## src/hdl/pol_pkg.sv

```systemverilog
// Package for the positional ordered list: sizes, codes and shared types.
// No dependencies; every other file of the block but pol_if imports it.
`default_nettype none

package pol_pkg;

  localparam int CAPACITY = 16;
  localparam int FILL_W   = $clog2(CAPACITY + 1);
  localparam int LEVELS   = $clog2(CAPACITY);
  localparam int PAD      = 1 << LEVELS;
  localparam int CMP_W    = ((FILL_W > 5) ? FILL_W : 5) + 1;
  localparam int LVL_W    = $clog2(LEVELS + 1);

  typedef logic signed [31:0]             word_t;
  typedef logic [FILL_W-1:0]              fill_t;
  typedef logic [CMP_W-1:0]               cidx_t;
  typedef logic [CAPACITY-1:0][31:0]      entry_vec_t;

  typedef enum logic [2:0] {
    K_INS_AT   = 3'd0,
    K_DEL_AT   = 3'd1,
    K_PUSH_FRT = 3'd2,
    K_PUSH_BCK = 3'd3,
    K_POP_FRT  = 3'd4,
    K_POP_BCK  = 3'd5
  } kind_e;

  typedef enum logic [1:0] {
    ST_OK     = 2'd0,
    ST_BADPOS = 2'd1,
    ST_EMPTY  = 2'd2,
    ST_FULL   = 2'd3
  } status_e;

  typedef enum logic [1:0] {
    S_IDLE,
    S_LOAD,
    S_REDUCE,
    S_FINISH
  } state_e;

  // Shift command broadcast to every cell of the chain.
  typedef struct packed {
    logic  ins;
    logic  del;
    cidx_t idx;
    word_t value;
  } cell_ctrl_t;

endpackage

`default_nettype wire

```

## src/hdl/pol_if.sv

```systemverilog
// Handshake channels of the positional ordered list: command in, result out.
// Does not depend on pol_pkg.
`default_nettype none

interface pol_in_if;
  logic              valid;
  logic              ready;
  logic [2:0]        kind;
  logic [4:0]        position;
  logic signed [31:0] value;

  modport source (output valid, kind, position, value, input ready);
  modport sink   (input valid, kind, position, value, output ready);
endinterface

interface pol_out_if;
  logic               valid;
  logic               ready;
  logic [1:0]         status;
  logic [4:0]         count;
  logic signed [31:0] smallest;
  logic signed [31:0] largest;
  logic               is_empty;

  modport source (output valid, status, count, smallest, largest, is_empty, input ready);
  modport sink   (input valid, status, count, smallest, largest, is_empty, output ready);
endinterface

`default_nettype wire

```

## src/hdl/positional_ordered_list.sv

```systemverilog
// Positional ordered list: a chain of CAPACITY cells with insert/delete shifting.
// A beat is taken only in S_IDLE, then the block walks S_LOAD, S_REDUCE and S_FINISH;
// no new beat is accepted until the result has gone to the output register.
// Reset (rst_n, synchronous, active low) empties the list; cell contents stay
// undefined until written. Depends on pol_pkg, pol_if, pol_cell, pol_minmax.
`default_nettype none

module positional_ordered_list import pol_pkg::*; (
  input  wire logic  clk,
  input  wire logic  rst_n,
  pol_in_if.sink     in_ch,
  pol_out_if.source  out_ch
);

  // ---------------------------------------------------------------------
  // Control state
  // ---------------------------------------------------------------------
  state_e            state_r, state_nxt;
  logic [LVL_W-1:0]  lvl_r, lvl_nxt;
  fill_t             fill_r, fill_nxt;
  status_e           st_r, st_nxt;

  logic              out_valid_r;
  logic [1:0]        out_status_r;
  logic [4:0]        out_count_r;
  word_t             out_small_r;
  word_t             out_large_r;
  logic              out_empty_r;

  logic              in_beat;
  logic              mm_load;
  logic              mm_step;
  logic              out_load;

  cell_ctrl_t        ctrl;
  entry_vec_t        entry_vec;
  word_t             mm_small;
  word_t             mm_large;
  logic              mm_empty;

  assign in_ch.ready = (state_r == S_IDLE);
  assign in_beat     = in_ch.valid & in_ch.ready;

  // ---------------------------------------------------------------------
  // Command decode: check the position against the fill level, pick the
  // shift index and direction for the cell chain, and form the status.
  // ---------------------------------------------------------------------
  cidx_t pos_x;
  cidx_t fill_x;
  logic  full;
  logic  ins_ok;
  logic  del_ok;

  always_comb begin
    pos_x    = CMP_W'(in_ch.position);
    fill_x   = CMP_W'(fill_r);
    full     = (fill_r == FILL_W'(CAPACITY));
    ins_ok   = 1'b0;
    del_ok   = 1'b0;
    st_nxt   = ST_OK;
    ctrl.idx = '0;
    unique case (in_ch.kind)
      K_INS_AT: begin
        if ((pos_x == '0) || (pos_x > fill_x + CMP_W'(1))) begin
          st_nxt = ST_BADPOS;
        end else if (full) begin
          st_nxt = ST_FULL;
        end else begin
          ins_ok   = 1'b1;
          ctrl.idx = pos_x - CMP_W'(1);
        end
      end
      K_DEL_AT: begin
        if ((pos_x == '0) || (pos_x > fill_x)) begin
          st_nxt = ST_BADPOS;
        end else begin
          del_ok   = 1'b1;
          ctrl.idx = pos_x - CMP_W'(1);
        end
      end
      K_PUSH_FRT: begin
        if (full) begin
          st_nxt = ST_FULL;
        end else begin
          ins_ok = 1'b1;
        end
      end
      K_PUSH_BCK: begin
        if (full) begin
          st_nxt = ST_FULL;
        end else begin
          ins_ok   = 1'b1;
          ctrl.idx = fill_x;
        end
      end
      K_POP_FRT: begin
        if (fill_r == '0) begin
          st_nxt = ST_EMPTY;
        end else begin
          del_ok = 1'b1;
        end
      end
      K_POP_BCK: begin
        if (fill_r == '0) begin
          st_nxt = ST_EMPTY;
        end else begin
          del_ok   = 1'b1;
          ctrl.idx = fill_x - CMP_W'(1);
        end
      end
      default: begin
        // unused kinds: no operation, status ok
      end
    endcase
    ctrl.ins   = in_beat & ins_ok;
    ctrl.del   = in_beat & del_ok;
    ctrl.value = in_ch.value;

    fill_nxt = fill_r;
    if (ctrl.ins) begin
      fill_nxt = fill_r + FILL_W'(1);
    end else if (ctrl.del) begin
      fill_nxt = fill_r - FILL_W'(1);
    end
  end

  // ---------------------------------------------------------------------
  // Cell chain: every cell sees the same command and its two neighbors.
  // Insert shifts toward the back, delete pulls from the back.
  // ---------------------------------------------------------------------
  for (genvar i = 0; i < CAPACITY; i++) begin : g_cell
    word_t left_w;
    word_t right_w;
    word_t entry_w;

    if (i == 0) begin : g_first
      assign left_w = '0;
    end else begin : g_mid_l
      assign left_w = word_t'(entry_vec[i-1]);
    end
    if (i == CAPACITY - 1) begin : g_last
      assign right_w = '0;
    end else begin : g_mid_r
      assign right_w = word_t'(entry_vec[i+1]);
    end

    pol_cell u_cell (
      .clk         (clk),
      .ctrl        (ctrl),
      .cell_idx    (CMP_W'(i)),
      .left_entry  (left_w),
      .right_entry (right_w),
      .entry_r     (entry_w)
    );

    assign entry_vec[i] = entry_w;
  end

  // ---------------------------------------------------------------------
  // Min/max over the valid cells, LEVELS halving steps after a load.
  // ---------------------------------------------------------------------
  pol_minmax u_minmax (
    .clk      (clk),
    .rst_n    (rst_n),
    .load     (mm_load),
    .step     (mm_step),
    .entries  (entry_vec),
    .fill     (fill_r),
    .smallest (mm_small),
    .largest  (mm_large),
    .is_empty (mm_empty)
  );

  // ---------------------------------------------------------------------
  // Sequencer: accept, load snapshot, reduce, then hand to the output
  // register once it is free (or being taken this cycle).
  // ---------------------------------------------------------------------
  always_comb begin
    state_nxt = state_r;
    lvl_nxt   = lvl_r;
    mm_load   = 1'b0;
    mm_step   = 1'b0;
    out_load  = 1'b0;
    unique case (state_r)
      S_IDLE: begin
        if (in_beat) begin
          state_nxt = S_LOAD;
        end
      end
      S_LOAD: begin
        mm_load   = 1'b1;
        lvl_nxt   = LVL_W'(LEVELS);
        state_nxt = S_REDUCE;
      end
      S_REDUCE: begin
        mm_step = 1'b1;
        lvl_nxt = lvl_r - LVL_W'(1);
        if (lvl_r == LVL_W'(1)) begin
          state_nxt = S_FINISH;
        end
      end
      S_FINISH: begin
        if (!out_valid_r || out_ch.ready) begin
          out_load  = 1'b1;
          state_nxt = S_IDLE;
        end
      end
      default: begin
        state_nxt = S_IDLE;
      end
    endcase
  end

  always_ff @(posedge clk) begin
    if (!rst_n) begin
      state_r     <= S_IDLE;
      lvl_r       <= '0;
      fill_r      <= '0;
      out_valid_r <= 1'b0;
    end else begin
      state_r <= state_nxt;
      lvl_r   <= lvl_nxt;
      fill_r  <= fill_nxt;
      if (out_load) begin
        out_valid_r <= 1'b1;
      end else if (out_ch.ready) begin
        out_valid_r <= 1'b0;
      end
    end
  end

  // Payload registers: hold status from the accept, result from the reduction.
  always_ff @(posedge clk) begin
    if (in_beat) begin
      st_r <= st_nxt;
    end
    if (out_load) begin
      out_status_r <= st_r;
      out_count_r  <= 5'(fill_r);
      out_small_r  <= mm_small;
      out_large_r  <= mm_large;
      out_empty_r  <= mm_empty;
    end
  end

  assign out_ch.valid    = out_valid_r;
  assign out_ch.status   = out_status_r;
  assign out_ch.count    = out_count_r;
  assign out_ch.smallest = out_small_r;
  assign out_ch.largest  = out_large_r;
  assign out_ch.is_empty = out_empty_r;

endmodule

`default_nettype wire

```

## src/hdl/pol_cell.sv

```systemverilog
// One storage cell of the list chain: holds one entry, shifts with neighbors.
// Depends on pol_pkg.
`default_nettype none

module pol_cell import pol_pkg::*; (
  input  wire logic       clk,
  input  wire cell_ctrl_t ctrl,
  input  wire cidx_t      cell_idx,
  input  wire word_t      left_entry,
  input  wire word_t      right_entry,
  output word_t           entry_r
);

  word_t entry_nxt;

  always_comb begin
    entry_nxt = entry_r;
    if (ctrl.ins) begin
      if (cell_idx > ctrl.idx) begin
        entry_nxt = left_entry;
      end else if (cell_idx == ctrl.idx) begin
        entry_nxt = ctrl.value;
      end
    end else if (ctrl.del && (cell_idx >= ctrl.idx)) begin
      entry_nxt = right_entry;
    end
  end

  always_ff @(posedge clk) begin
    entry_r <= entry_nxt;
  end

endmodule

`default_nettype wire

```

## src/hdl/pol_minmax.sv

```systemverilog
// Min/max reduction over the cell chain: load a snapshot, halve it each step.
// Depends on pol_pkg.
`default_nettype none

module pol_minmax import pol_pkg::*; (
  input  wire logic       clk,
  input  wire logic       rst_n,
  input  wire logic       load,
  input  wire logic       step,
  input  wire entry_vec_t entries,
  input  wire fill_t      fill,
  output word_t           smallest,
  output word_t           largest,
  output logic            is_empty
);

  word_t           lo_r  [PAD];
  word_t           hi_r  [PAD];
  word_t           lo_nxt[PAD];
  word_t           hi_nxt[PAD];
  logic [PAD-1:0]  vld_r;
  logic [PAD-1:0]  vld_nxt;

  always_comb begin
    for (int k = 0; k < PAD; k++) begin
      lo_nxt[k]  = lo_r[k];
      hi_nxt[k]  = hi_r[k];
      vld_nxt[k] = vld_r[k];
    end
    if (load) begin
      for (int k = 0; k < PAD; k++) begin
        if (k < CAPACITY) begin
          lo_nxt[k]  = word_t'(entries[k]);
          hi_nxt[k]  = word_t'(entries[k]);
          vld_nxt[k] = (FILL_W'(k) < fill);
        end else begin
          vld_nxt[k] = 1'b0;
        end
      end
    end else if (step) begin
      // pair neighbors, keep the lower half
      for (int k = 0; k < PAD / 2; k++) begin
        if (vld_r[2*k] && vld_r[2*k+1]) begin
          lo_nxt[k] = (lo_r[2*k+1] < lo_r[2*k]) ? lo_r[2*k+1] : lo_r[2*k];
          hi_nxt[k] = (hi_r[2*k+1] > hi_r[2*k]) ? hi_r[2*k+1] : hi_r[2*k];
        end else if (vld_r[2*k+1]) begin
          lo_nxt[k] = lo_r[2*k+1];
          hi_nxt[k] = hi_r[2*k+1];
        end else begin
          lo_nxt[k] = lo_r[2*k];
          hi_nxt[k] = hi_r[2*k];
        end
        vld_nxt[k] = vld_r[2*k] | vld_r[2*k+1];
      end
      for (int k = PAD / 2; k < PAD; k++) begin
        vld_nxt[k] = 1'b0;
      end
    end
  end

  always_ff @(posedge clk) begin
    if (!rst_n) begin
      vld_r <= '0;
    end else begin
      vld_r <= vld_nxt;
    end
    for (int k = 0; k < PAD; k++) begin
      lo_r[k] <= lo_nxt[k];
      hi_r[k] <= hi_nxt[k];
    end
  end

  assign is_empty = ~vld_r[0];
  assign smallest = vld_r[0] ? lo_r[0] : '0;
  assign largest  = vld_r[0] ? hi_r[0] : '0;

endmodule

`default_nettype wire

```

## src/flat_wrapper.sv

```systemverilog
// flat-port wrapper written by rule: the top's interface ports become plain ports
module positional_ordered_list_flat import pol_pkg::*;
  (clk, rst_n, in_ch_valid, in_ch_kind, in_ch_position, in_ch_value, in_ch_ready, out_ch_valid, out_ch_status, out_ch_count, out_ch_smallest, out_ch_largest, out_ch_is_empty, out_ch_ready);
  pol_in_if in_ch_i ();
  pol_out_if out_ch_i ();
  input  wire logic clk;
  input  wire logic rst_n;
  input wire logic [$bits(in_ch_i.valid)-1:0] in_ch_valid;
  input wire logic [$bits(in_ch_i.kind)-1:0] in_ch_kind;
  input wire logic [$bits(in_ch_i.position)-1:0] in_ch_position;
  input wire logic [$bits(in_ch_i.value)-1:0] in_ch_value;
  output wire logic [$bits(in_ch_i.ready)-1:0] in_ch_ready;
  output wire logic [$bits(out_ch_i.valid)-1:0] out_ch_valid;
  output wire logic [$bits(out_ch_i.status)-1:0] out_ch_status;
  output wire logic [$bits(out_ch_i.count)-1:0] out_ch_count;
  output wire logic [$bits(out_ch_i.smallest)-1:0] out_ch_smallest;
  output wire logic [$bits(out_ch_i.largest)-1:0] out_ch_largest;
  output wire logic [$bits(out_ch_i.is_empty)-1:0] out_ch_is_empty;
  input wire logic [$bits(out_ch_i.ready)-1:0] out_ch_ready;
  assign in_ch_i.valid = in_ch_valid;
  assign in_ch_i.kind = in_ch_kind;
  assign in_ch_i.position = in_ch_position;
  assign in_ch_i.value = in_ch_value;
  assign in_ch_ready = in_ch_i.ready;
  assign out_ch_valid = out_ch_i.valid;
  assign out_ch_status = out_ch_i.status;
  assign out_ch_count = out_ch_i.count;
  assign out_ch_smallest = out_ch_i.smallest;
  assign out_ch_largest = out_ch_i.largest;
  assign out_ch_is_empty = out_ch_i.is_empty;
  assign out_ch_i.ready = out_ch_ready;
  positional_ordered_list u_core (.clk(clk), .rst_n(rst_n), .in_ch(in_ch_i), .out_ch(out_ch_i));
endmodule
```

## config.mk

```make
export PLATFORM = sky130hd
export DESIGN_NAME = positional_ordered_list_flat
export DESIGN_NICKNAME = d
export VERILOG_FILES = /design/src/hdl/pol_pkg.sv /design/src/hdl/pol_if.sv /design/src/hdl/positional_ordered_list.sv /design/src/hdl/pol_cell.sv /design/src/hdl/pol_minmax.sv /design/src/flat_wrapper.sv
export SDC_FILE = /design/constraint.sdc
export NUM_CORES = 2
export LEC_CHECK = 0
export ABC_AREA = 1
export BUFFER_PORTS_ARGS = -buffer_cell sky130_fd_sc_hd__buf_2
export CAP_MARGIN = 20
export CORE_MARGIN = 2
export CORE_UTILIZATION = 65
export DETAILED_ROUTE_END_ITERATION = 7
export PLACE_DENSITY = 0.82
export SYNTH_ARGS = -nofsm -noshare
export SYNTH_HDL_FRONTEND = slang
export SYNTH_SLANG_ARGS = --single-unit
```

## constraint.sdc

```tcl
create_clock -name clk -period 25.5 [get_ports clk]
set_input_delay 2.55 -clock clk [delete_from_list [all_inputs] [get_ports clk]]
set_output_delay 2.55 -clock clk [all_outputs]
set_load 0.005 [all_outputs]
```

# --- Word level (Yosys, flattened, before mapping) ---
# Memory sizes are Yosys's and may differ from the RTL's.
# Cells that the tools add are included.
classes:
  addsub: 6
  bitwise_logic: 12
  magnitude_cmp: 66
  mux: 150
  reduce_logical: 72
  eq_ne: 44
op_table:
  columns: ["op", "count"]
  rows:
  - ["$mux 32", 112]
  - ["$mux 256", 6]
  - ["$gt 32x32->1", 8]
  - ["$lt 32x32->1", 8]
  - ["$eq 4x6->1 const A", 8]
  - ["$ge 4x6->1 const A", 8]
  - ["$gt 4x6->1 const A", 8]
  - ["$ne 3x3->1 const B", 16]
  - ["$lt 4x5->1 const A", 8]
  - ["$reduce_bool 2->1", 20]
  - ["$mux 16", 2]
  - ["$reduce_and 2->1", 16]
  - ["$eq 3x6->1 const A", 4]
  - ["$ge 3x6->1 const A", 4]
  - ["$gt 3x6->1 const A", 4]
  - ["$logic_and 1x1->1", 24]
  - ["$mux 6", 4]
  - ["$pmux 6 s4", 1]
  - ["$lt 3x5->1 const A", 4]
  - ["$pmux 2 s4", 2]
  - ["$mux 5", 3]
  - ["$eq 2x6->1 const A", 2]
  - ["$ge 1x6->1 const A", 2]
  - ["$ge 2x6->1 const A", 2]
  - ["35 further kinds", 74]
totals:
  wordCells: 379
  out_inout_bits: 74
  ff_bits: 613
  ram_bits: 1024
  n_memories: 2
mem_list:
  columns: ["name", "depth", "word_bits", "read_ports", "rd_ports_with_merged_regs", "wr", "line", "text"]
  rows:
  - ["u_core.u_minmax.hi_r", 16, 32, 16, 0, 16, "pol_minmax.sv:18", "word_t hi_r [PAD];"]
  - ["u_core.u_minmax.lo_r", 16, 32, 16, 0, 16, "pol_minmax.sv:17", "word_t lo_r [PAD];"]

# --- Logic depth before layout (Yosys ltp) ---
depth:
  word_depth: 9
  mapped_depth: 27
  depth_no_buf: 23

# --- By module ---
# From an unflattened synthesis, not the netlist that was laid out.
hier_totals:
  hier_cells: 12041
  area_unflattened_um2: 91681.7
by_module_without_submodules:
  columns: ["mod", "area_each_um2", "n_inst", "cells_per_inst", "seq_area_each_um2"]
  rows:
  - ["pol_minmax", 52691.8, 1, 6868, 23382.4]
  - ["pol_cell", 2209.6, 16, 305, 960.9]
  - ["positional_ordered_list", 3636.0, 1, 293, 2442.3]

# --- Worst setup path before layout ---
# No wires, ideal clock.
synth_timing:
  path_type: "register -> register"
  from: "register u_core.state_r[0] (netlist name)"
  to: "memory u_core.u_minmax.hi_r[0][0] (netlist name) (enable)"
  arrival_ns: 11.979
  t_required_ns: 25.068
  path_stages_with_launch: 6
  path_slack_ns: 13.089
  path_cell_list: "dfxtp_1 inv_1 ha_1 clkbuf_1 o21ai_0 a21oi_1"
synth_rtl:
  columns: ["element", "line"]
  rows:
  - ["end: declaration", "pol_minmax.sv:18"]

# --- Worst setup path in the final report ---
layout_timing:
  from: "input port in_ch_position[0]"
  to: "register u_core.g_cell[2].u_cell.entry_r[10], data pin"
layout_via:
  elab_chain_cells: 7
  word_cells_on_any_way: 16
layout_lines:
  columns: ["element", "line", "text"]
  rows:
  - ["start: declaration", "flat_wrapper.sv:10", "input wire logic [$bits(in_ch_i.position)-1:0] in_ch_position;"]
  - ["$sub 5x1->6 (tied with other cells)", "positional_ordered_list.sv:70, positional_ordered_list.sv:78", null]
  - ["$mux 6 (tied with other cells)", "positional_ordered_list.sv:66", "end else if (full) begin"]
  - ["$mux 6 (on tied branches)", "positional_ordered_list.sv:64, positional_ordered_list.sv:74", null]
  - ["$pmux 6 s4", "positional_ordered_list.sv:62", "unique case (in_ch.kind)"]
  - ["$gt 2x6->1", "pol_cell.sv:19", "if (cell_idx > ctrl.idx) begin"]
  - ["$mux 32", "pol_cell.sv:19", null]
  - ["$mux 32 *", "pol_cell.sv:18", "if (ctrl.ins) begin"]
  - ["named net u_core.g_cell[2].u_cell.entry_nxt[10]", "pol_cell.sv:14", "word_t entry_nxt;"]
  - ["end signal: assignment", "pol_cell.sv:30", "entry_r <= entry_nxt;"]
  - ["end: declaration", "pol_cell.sv:11", "output word_t entry_r"]
# The timed path passes the listed nets; every way through them passes the cells marked *.
# A chain may end at the register's enable or synchronous reset.

==> impl_metrics.env <==
export IMPL_status="complete, but fails checks"
export IMPL_failed_checks="DRC"
export IMPL_rsz0062_at_grt="false"
export IMPL_fin_nets=10435
export IMPL_cts_root_buf="clkbuf_16"
export IMPL_p_clk_share_pct=17.8
export IMPL_syn_num_nets=10654
export IMPL_tritoncts="done"
export IMPL_fin_ws_ps=18110
export IMPL_rows=130
export IMPL_ant_nets=0
export IMPL_synth_edf_count=1354
export IMPL_cts_setup_buffers=0
export IMPL_grt_pass1_wl_um=418600
export IMPL_setup_tns_ps=0
export IMPL_synthCells=10206
export IMPL_p_leak_uw=0.04009
export IMPL_insertion_delay_ps=810
export IMPL_grt_overflow_total=0
export IMPL_grt_max_degree=214
export IMPL_post_route_period_util_pct=28.98
export IMPL_path_class="in2reg"
export IMPL_p_seq_share_pct=36.1
export IMPL_worst_pin_slew_ps=1226
export IMPL_final_hold_viol_count=0
export IMPL_cts_hold_buf=0
export IMPL_wl_per_cell_um=23.79
export IMPL_hp_class="reg2reg"
export IMPL_cap_violations=0
export IMPL_cts_max_level=4
export IMPL_register_area_sq_mm=0.04120
export IMPL_syn_area_sq_mm=0.08244
export IMPL_final_setup_viol_count=0
export IMPL_start_util_pct=65.56
export IMPL_synth_top_area_share_pct=49.32
export IMPL_multi_input_area_sq_mm=0.03514
export IMPL_yosys_warnings=0
export IMPL_io_pins=118
export IMPL_drt_total_wl_um=279800
export IMPL_grtUsageTotal_pct=42.19
export IMPL_powerDensity_mw_per_mm2=136.2
export IMPL_first_pass_iters=8
export IMPL_path_clk_slew_ps=60
export IMPL_dp_hpwl_um=197800
export IMPL_drc_errors=14
export IMPL_grt_pass1_vias=69024
export IMPL_synth_seq_area_share_pct=49.98
export IMPL_clock_tree_buffer_depth=3
export IMPL_port_buffer_count=117
export IMPL_maxSlewViolCount=0
export IMPL_pre_cts_slack_ps=17600
export IMPL_drtIter0Drc=14000
export IMPL_finish_utilization_pct=70.48
export IMPL_final_min_clock_period_ps=7390
export IMPL_internal_power_uw=6478
export IMPL_routabilityCongestion=1.015
export IMPL_arrival_ps=7920
export IMPL_ir_worst_vdd_v=0.0001631
export IMPL_place_area_sq_mm=0.08383
export IMPL_p_comb_share_pct=46.2
export IMPL_cp_start_kind="input port"
export IMPL_synth_most_common_cell="nand2_1"
export IMPL_vias=75469
export IMPL_fillers=9548
export IMPL_synth_area_leaders="edfxtp_1 (49%), nand2_1 (17%), ha_1 (6.1%), inv_1 (4.6%), o21ai_0 (4.1%)"
export IMPL_worstPathMaxFanout=213
export IMPL_swShare_pct=46.35
export IMPL_max_freq_mhz=135.3
export IMPL_async_reset_ff_share_pct=0
export IMPL_antenna_found_initial=16
export IMPL_synthFlopType="edfxtp_1"
export IMPL_fp_dieArea_sq_mm=0.1297
export IMPL_die_y_um=360.1
export IMPL_cts_buffers=149
export IMPL_via_per_inst=6.417
export IMPL_setup_worst_path_end_class="register"
export IMPL_synth_top_area_cell="edfxtp_1"
export IMPL_slew_limit_headroom_pct=18.25
export IMPL_post_cts_resized=0
export IMPL_crit_required_ps=26030
export IMPL_p_sw_uw=5596
export IMPL_fin_area_sq_mm=0.08862
export IMPL_drive_gt1_share_pct=5.285
export IMPL_synth_seq_cells=1381
export IMPL_ys_types=53
export IMPL_die_x_um=360.1
export IMPL_syn2layout_area_growth_pct=7.504
export IMPL_cts_sinks=1381
export IMPL_syn_avg_cell_area_sq_um=8.077
export IMPL_core_sq_mm=0.1257
export IMPL_ys_top_cells_by_count="nand2_1 (3,773), edfxtp_1 (1,354), inv_1 (1,006)"
export IMPL_fin_skew_ps=45.18
## sequential cells by signal, summed over array words and instances (netlist names)
register	flops
u_core.out_ch.largest	32
u_core.lvl_r	3
u_core.out_ch.count	5
u_core.out_ch.is_empty	1
u_core.state_r	2
u_core.u_minmax.lo_r	256
u_core.out_ch.valid	1
u_core.fill_r	5
u_core.st_r	2
u_core.out_ch.status	2
u_core.u_minmax.hi_r	512
u_core.g_cell.u_cell.entry_r	512
u_core.u_minmax.vld_r	16
u_core.out_ch.smallest	32
## worst max-delay path, stage by stage
cell and delay, ps:
buf_2 70, inv_1 100, ha_1 230, inv_1 50, nand2_1 40, nand2_1 50, nand2_1 50, nand2_1 50
nand2_1 50, nand2_1 110, a21oi_1 110, nand2_1 70, nand2_1 100, nand3_4 600, buf_4 650, buf_4 730
buf_12 560, buf_4 950, a21oi_1 110, o21ai_0 170, nand2_1 100
## layer usage
layer	vias to the layer above	share of wire (%)	GRT usage, %
li1	33654	-	-
met1	34663	37	58.97
met2	6292	41	60.46
met3	846	17	13.28
met4	14	5.2	18.47
met5	-	0.045	0.3700
## placed cells by master (no fill, tap or decap), drive strengths merged, types with 2 or more instances in the layout
cell,synthesis,final
nand2,3781,3781
edfxtp,1354,1354
inv,1028,1033
o21ai,883,883
nand3,593,593
a21oi,491,491
nor2,461,461
ha,403,403
nand4,274,274
buf,212,237
a22oi,192,192
clkbuf,395,192
clkinv,3,60
dfxtp,27,27
o21a,22,22
nor3,17,17
nor4,14,14
bufinv,0,11
o21bai,9,9
o211ai,9,9
a31oi,9,9
diode,0,7
xor2,6,6
o221ai,3,3
clkinvlp,0,3
or2,2,2
xnor2,2,2
o22ai,2,2
nand3b,2,2
a211oi,2,2
## path summary, 6_finish.rpt
check,from,to,slack [ps],cells after the start
setup / recovery,in_ch_position[0],u_core.g_cell[2].u_cell.entry_r[10],18110,21
hold / removal,u_core.st_r[1],u_core.out_ch.status[1],430,0
setup reg to reg,u_core.fill_r[0],u_core.g_cell[2].u_cell.entry_r[10],18590,21
hold reg to reg,u_core.st_r[1],u_core.out_ch.status[1],430,0
## cell families after synthesis
| kind of cell | Yosys count | share of synthesized area (%) |
|---|---|---|
| XOR/XNOR | 8 | 0.08500 |
| buffers and inverters | 1638 | 7.733 |
| adder cells (fa/ha/maj) | 404 | 6.141 |
| flip-flops | 1381 | 49.98 |
| AO/OA/AOI/OAI | 1627 | 10.64 |
| AND/OR/NAND/NOR | 5148 | 25.42 |
## area by class of cell
class                      instances  area share [%]
sequential                      1381           46.49
inverter                        1031           4.387
timing repair buffer             237           1.804
multi-input combinational       7187           39.65
antenna                            7         0.01977
tap                             1650           2.330
clock buffer                     192           4.593
clock inverter                    76          0.7243
## power groups by stage
| stage | clock network, uW | logic (uW) | registers (uW) |
|---|---|---|---|
| global placement | 0 | 5120 | 4310 |
| detailed placement | 0 | 5310 | 4340 |
| floorplan | 0 | 3680 | 4350 |
| finish | 2140 | 5570 | 4350 |
| global route | 2230 | 6080 | 4390 |
| CTS | 2140 | 5370 | 4290 |
## metrics by stage
step / cells / hold slack [ps] / total power [uW]
after floorplan: 10206 / 400.3 / 8022
after global placement: 11480 / 401.4 / 9422
after detailed placement: 11483 / 408.0 / 9649
after CTS: 11751 / 422.8 / 11800
after global routing: 11759 / 419.1 / 12690
final: 11761 / 430.2 / 12070
(Power assumes the default switching activity.)
